File: src/salt_pkg.sv
`default_nettype none

package salt_pkg;

    localparam int ADDR_W     = 32;
    localparam int TAG_W      = 32;
    localparam int IDX_W      = 15;
    localparam int SET_OUT_W  = 10;
    localparam int COUNT_W    = 32;

    localparam int BLOCK_W    = 5;
    localparam int SETB_W     = 4;
    localparam int WAYS_W     = 4;
    localparam int CFG_W      = 5;
    localparam int CFG_IDX_W  = 2;

    localparam int IN_DATA_W  = 64;
    localparam int OUT_DATA_W = 112;
    localparam int OUT_USER_W = 1;

    localparam logic [BLOCK_W-1:0] BLOCK_BITS_RST = 5'd5;
    localparam logic [SETB_W-1:0]  SET_BITS_RST   = 4'd6;
    localparam logic [WAYS_W-1:0]  WAYS_USED_RST  = 4'd8;

    typedef enum logic [CFG_IDX_W-1:0] {
        CFG_BLOCK_BITS = 2'd0,
        CFG_SET_BITS   = 2'd1,
        CFG_WAYS_USED  = 2'd2
    } cfg_index_t;

    typedef enum logic [2:0] {
        ST_CLEAR,
        ST_IDLE,
        ST_INDEX,
        ST_SCALE,
        ST_READ,
        ST_UPDATE
    } state_t;

endpackage

`default_nettype wire

File: src/salt_set_update.sv
`default_nettype none

module salt_set_update #(
    parameter int WAY_COUNT = 8,
    parameter int RANK_W    = 3,
    parameter int FILL_W    = 4
) (
    input  logic [FILL_W-1:0]                          fill,
    input  logic [WAY_COUNT-1:0][salt_pkg::TAG_W-1:0]  tags,
    input  logic [WAY_COUNT-1:0][RANK_W-1:0]           ranks,
    input  logic [salt_pkg::TAG_W-1:0]                 tag,
    input  logic [FILL_W-1:0]                          ways,
    output logic                                       hit,
    output logic [FILL_W-1:0]                          new_fill,
    output logic [WAY_COUNT-1:0][salt_pkg::TAG_W-1:0]  new_tags,
    output logic [WAY_COUNT-1:0][RANK_W-1:0]           new_ranks
);
    import salt_pkg::*;

    logic [WAY_COUNT-1:0] match;
    logic [WAY_COUNT-1:0] oldest;
    logic [RANK_W-1:0]    hit_way;
    logic [RANK_W-1:0]    victim;
    logic [RANK_W-1:0]    way_sel;
    logic [RANK_W-1:0]    old_rank;
    logic                 append;

    always_comb
    begin
        for (int i = 0; i < WAY_COUNT; i++)
        begin
            match[i]  = (FILL_W'(i) < fill) && (tags[i] == tag);
            oldest[i] = (FILL_W'(i) < fill) && (FILL_W'(ranks[i]) == fill - FILL_W'(1));
        end
    end

    always_comb
    begin
        hit_way = '0;
        victim  = '0;
        for (int i = WAY_COUNT - 1; i >= 0; i--)
        begin
            if (match[i])
            begin
                hit_way = RANK_W'(i);
            end
            if (oldest[i])
            begin
                victim = RANK_W'(i);
            end
        end
    end

    assign hit    = |match;
    assign append = !hit && (fill < ways);

    always_comb
    begin
        priority if (hit)
        begin
            way_sel = hit_way;
        end
        else if (append)
        begin
            way_sel = fill[RANK_W-1:0];
        end
        else
        begin
            way_sel = victim;
        end
    end

    assign old_rank = ranks[way_sel];

    // Ways younger than the touched one age by one; an appended tag ages every held way.
    always_comb
    begin
        new_ranks = ranks;
        new_tags  = tags;
        for (int i = 0; i < WAY_COUNT; i++)
        begin
            if ((FILL_W'(i) < fill) && (append || (ranks[i] < old_rank)))
            begin
                new_ranks[i] = ranks[i] + RANK_W'(1);
            end
        end
        new_ranks[way_sel] = '0;
        if (!hit)
        begin
            new_tags[way_sel] = tag;
        end
    end

    assign new_fill = append ? fill + FILL_W'(1) : fill;

endmodule

`default_nettype wire

File: config.mk
export PLATFORM = sky130hd
export DESIGN_NAME = salt_set_update
export DESIGN_NICKNAME = d
export VERILOG_FILES = /design/src/salt_pkg.sv /design/src/salt_set_update.sv
export SDC_FILE = /design/constraint.sdc
export NUM_CORES = 1
export LEC_CHECK = 0
export BUFFER_PORTS_ARGS = -buffer_cell sky130_fd_sc_hd__buf_2
export CORE_AREA = 2 2 234 236
export DETAILED_ROUTE_END_ITERATION = 7
export DIE_AREA = 0 0 236 238
export SLEW_MARGIN = 20
export SYNTH_ARGS = -nofsm -noshare
export SYNTH_HDL_FRONTEND = slang
export SYNTH_SLANG_ARGS = --single-unit
File: constraint.sdc
create_clock -name vclk -period 10.6
set_input_delay 0.53 -clock vclk [all_inputs]
set_output_delay 0.53 -clock vclk [all_outputs]
set_load 0.02 [all_outputs]
==> flow_summary.ini, run 1 <==
[status]
status = complete, no violations

[synth]
yosysUniqueCellTypes = 72
synth_fp_nets = 1433
syn_inst = 1091
synth_warnings = 0
syn_area_sq_um = 8778
postSynthAreaPerCell_sq_um = 8.046
ys_seq_area_share_pct = 0

[final_layout]
nClkBuffers = 0
area_growth_pct = 41.16
layout-drive-gt1-share_pct = 56.12
final_nets = 1946
seq_cell_count = 0
layout.cells.most_common_list = buf_2 (605), mux2_2 (258), xnor2_1 (192)
regArea_sq_um = 0
mostFrequentLayoutCell = buf_2

[sta]
final_hold_viol_count = 0
worst_slew_pin_slew_ps = 1198
setup_violations = 0
rsz0062_at_grt = false
max_clock_freq_ghz = 0.1227
period_share_pct = 76.91
maxSlewHeadroom_pct = 19.52
fin_hold_ws_ps = 1432
tns_ps = 0
drv_slew = 0
fin_crit_ps = 8153

[power_and_ir_drop]
power.internal_mw = 0.3870
clkPwrFrac_pct = 0
p_leak_nw = 5.290
power_frac_seq_pct = 0
powerDensity_nw_per_um2 = 83.77
sw_frac_of_total_pct = 62.72
peakVddDrop_mv = 0.04143
p_switching_mw = 0.6511
combPwrFrac_pct = 100.0

[drt]
top_layer_used = met5
firstDrtPassIters = 5
num_vias = 11440
routed_wl_microns = 69420
drc = 0
met1_length_microns = 28730
drt_iter0_drc = 1057
avgViaCountPerCell = 4.927
wl_met3_microns = 7013
met2WireLength_microns = 31330
detail-route-antenna-nets = 0
wl_per_cell_microns = 29.90

[place]
gp_congestion = 0.9834
hpwlAfterDp_microns = 58340
port-buffer-count = 605

[flow_run]
maxCapViolCount = 0

[floorplanning]
rows = 85
die_w_microns = 236
coreArea_sq_um = 53500
dieArea_sq_um = 56170
num_io_pins = 605
start_util_pct = 16.41
dieHeight_microns = 238

[global_routing]
grt_max_degree = 33
grt_pass1_vias = 10610
grtUsageTotal_pct = 23.21
grt_overflow = 0
grt_antenna_before_repair = 41
grt_first_pass_wirelength_microns = 91380

[critical_path]
endpoint_kind = primary output
cp.required_ps = 10070
critPathLaunch = fill[0]
slowest_stage = a21oi_2
cp_common_cell = nor2_1
cp_max_fo = 22
crit_type = input port to primary output
cp-start-kind = input port
slowest_delay_ps = 850
path_cells = buf_2 -> inv_1 -> ha_1 -> nor2_1 -> o311ai_0 -> nor4_1 -> nand4_1 -> nand4_1 -> nor2_1 -> inv_2 -> a21oi_2 -> nand2_1 -> o221ai_1 -> ha_1 -> or2_2 -> a21oi_1 -> nor2_1 -> nand2b_1 -> or4_1 -> nand2_1 -> buf_2
arrival_ps = 7620

[min_path]
hp-start = tags[110]
hold_depth = 3
min_path_type = input port to primary output

[clocking]
holdBufCountCts = 0
post_cts_buffers = 0
cts_resized = 0
-- power groups by stage --
stage | combinational (mW) | sequential (mW) | clock (mW)
6_report | 1.04 | 0 | 0.000000306
5_1_grt | 1.10 | 0 | 0.000000228
4_1_cts | 1.03 | 0 | 0
3_5_place_dp | 1.03 | 0 | 0
3_3_place_gp | 1.03 | 0 | 0
2_1_floorplan | 0.642 | 0 | 0
-- synthesized netlist by cell type (18+ instances only) --
cell type  number  area share, %
o21ai_0        30            1.7
xnor2_1       192             19
nand2_1        37            1.6
mux2_2        258             33
nor4_1         37            2.6
inv_1          18           0.77
buf_2          33            1.9
xor2_1         91            9.1
clkbuf_1       51            2.2
nand4_1        52            3.7
nor2_1         29            1.2
ha_1           22            3.1
buf_1          20           0.86
nor3_1         28            1.6
-- cell type report --
| type | instances | area (sq um) |
|---|---|---|
| fill | 6062 | 41100 |
| inverter | 19 | 71.32 |
| tap | 696 | 870.8 |
| multi-input combinational | 965 | 8264 |
| antenna | 24 | 60.06 |
| timing repair buffer | 618 | 3126 |
-- cells by family (layout without fill, tap and decap cells) --
| family | after synthesis | count (layout) | synth area share (%) |
|---|---|---|---|
| muxes | 267 | 267 | 34.16 |
| AOI/OAI and AO/OA | 127 | 127 | 10.28 |
| other | 0 | 24 | 0 |
| xor gates and xnor gates | 287 | 287 | 29.23 |
| adders and majority gates | 22 | 22 | 3.136 |
| buffers and inverters | 126 | 637 | 6.029 |
| and+or+nand+nor | 262 | 262 | 17.16 |
-- final timing paths --
path	end
worst min-delay path	new_tags[110]
worst max-delay path	new_ranks[5]
-- layer usage --
layer,track usage (%),up-vias
met1,30.11,5552
li1,-,5057
met5,0,-
met3,6.166,102
met2,37.56,718
met4,6.794,12
-- stage by stage --
step	std cells	setup slack, ps	total power [mW]	utilization, %	instance area [sq um]
2_1_floorplan	1091	4518	0.6418	-	8778
3_3_place_gp	2298	2534	1.030	23.05	12330
3_5_place_dp	2298	2456	1.026	23.05	12330
4_1_cts	2298	2459	1.032	23.05	12330
5_1_grt	2316	2003	1.096	23.14	12380
6_report	2322	2447	1.038	23.16	12390
-- critical path: cells and delay by family --
kind | cells | cell delay (ps)
fa+ha+maj | 2 | 790
compound gates | 4 | 2530
buf+inv | 4 | 720
simple gates | 11 | 3040
No activity file was read; power rests on OpenSTA's default activity.
==> run 2: changes to the inputs <==
Settings changed: CORE_AREA 2 2 234 236 to 2 2 237 239, DIE_AREA 0 0 236 238 to 0 0 239 241.
Clock period 10.6 ns to 7.6 ns, I/O delays scaled along.
==> run 2 against run 1 <==
Net effect: sequential share of layout area unchanged; power grew 42%; combinational power increased by 41%; sequential cell count is the same; hold slack got worse by 300 ps; non-clock buffer count is 39 higher.
==> flow_summary.ini, run 2 (synthesized netlist as in run 1, its figures left out) <==
[flow_run]
maxCapViolCount = 0

[power_and_ir_drop]
p_leak_nw = 5.481
peakVddDrop_mv = 0.05384
powerDensity_nw_per_um2 = 115.9

[drt]
wl_per_cell_microns = 30.51
firstDrtPassIters = 5
detail-route-antenna-nets = 0
routed_wl_microns = 72300
drc = 0
num_vias = 11640
drt_iter0_drc = 857
avgViaCountPerCell = 4.913

[floorplanning]
start_util_pct = 16.00
coreArea_sq_um = 54880
num_io_pins = 605
dieHeight_microns = 241
die_w_microns = 239
rows = 86
dieArea_sq_um = 57600

[global_routing]
grt_pass1_vias = 10850
grt_antenna_before_repair = 39
grt_overflow = 0
grt_first_pass_wirelength_microns = 93820
grt_max_degree = 33
grtUsageTotal_pct = 23.63

[critical_path]
cp_max_fo = 16
endpoint_kind = primary output
slowest_stage = nand4_1
slowest_delay_ps = 570
critPathBufInv = 5
path_cells = buf_2 -> buf_4 -> inv_1 -> ha_1 -> or3b_1 -> nand3_1 -> nor4_1 -> nand4_1 -> nand4_1 -> nor2_1 -> buf_4 -> o21ai_2 -> o311ai_0 -> o41a_1 -> o221ai_1 -> ha_1 -> or2_2 -> a21oi_1 -> nor2_1 -> nand2b_1 -> or4_1 -> nand2_1 -> buf_2
cp.required_ps = 7220
path_depth = 23
cp_top_family = simple AND/OR/NAND/NOR gates
cp-start-kind = input port
crit_type = input port to primary output
arrival_ps = 6440

[final_layout]
layout-drive-gt1-share_pct = 57.16
nClkBuffers = 0
final_nets = 1985
final_cells = 2370
mostFrequentLayoutCell = buf_2
seq_cell_count = 0
n_fill_cell = 6302
regArea_sq_um = 0
multi_input_comb_area_sq_um = 8264
layout.cells.most_common_list = buf_2 (605), mux2_2 (258), xnor2_1 (192)
area_growth_pct = 44.64

[min_path]
min_path_type = input port to primary output
hp-start = tags[96]
hold_depth = 3
min_to = new_tags[96]

[place]
gp_congestion = 0.9974
hpwlAfterDp_microns = 62210
placed_cells = 2345
post-place-ws_ps = 842.9
port-buffer-count = 605

[sta]
fin_hold_ws_ps = 1133
worst_slew_pin_slew_ps = 1066
max_clock_freq_ghz = 0.1467
rsz0062_at_grt = false
drv_slew = 0
tns_ps = 0
finalWorstSetupSlack_ps = 784.5
setup_violations = 0
period_share_pct = 89.68
maxSlewHeadroom_pct = 28.93
final_hold_viol_count = 0
fin_crit_ps = 6815

[clocking]
holdBufCountCts = 0
post_cts_buffers = 0
cts_resized = 0

[status]
status = complete, no violations
==> run 2: cell types whose count changed in the layout (fill, tap and decap cells not counted), sizes merged <==
cell / previous run / this run
diode: 24 / 25
buf: 618 / 657
==> run 2: layer usage <==
layer	vias up	GRT usage (%)	wire length [microns]
met5	-	0	49
met4	8	8.504	2588
met3	122	6.085	6561
met2	704	38.48	33200
met1	5683	30.01	29890
li1	5127	-	-
==> run 2: final cells by class <==
cell class,instances,share of cell area (%)
multi-input combinational,965,65.09
timing repair buffer,657,26.92
tap,704,6.937
inverter,19,0.5617
antenna,25,0.4927
==> run 2: worst min-delay path, cell delays in order <==
cell and delay (ps):
buf_2 90, mux2_2 130, buf_2 150
==> run 2: through the flow <==
step	utilization, %	total power, mW	instance area (sq um)
6_report	23.14	1.472	12700
5_1_grt	23.11	1.560	12680
4_1_cts	23.02	1.467	12630
3_5_place_dp	23.02	1.459	12630
3_3_place_gp	23.02	1.466	12630
2_1_floorplan	-	0.8952	8778
==> run 2: power by group <==
group | internal [mW] | switching (mW)
Clock | 0.000000346 | 0
Sequential | 0 | 0
Combinational | 0.555 | 0.917
==> run 2: worst max path at each step <==
stage | to | startpoint | slack, ps
floorplan | new_ranks[5] | fill[0] | 1820
global placement | new_ranks[5] | fill[0] | 630
detailed placement | new_ranks[5] | fill[0] | 840
CTS | new_ranks[5] | fill[0] | 840
global route | new_ranks[5] | fill[0] | 380
finish | new_ranks[5] | fill[0] | 780
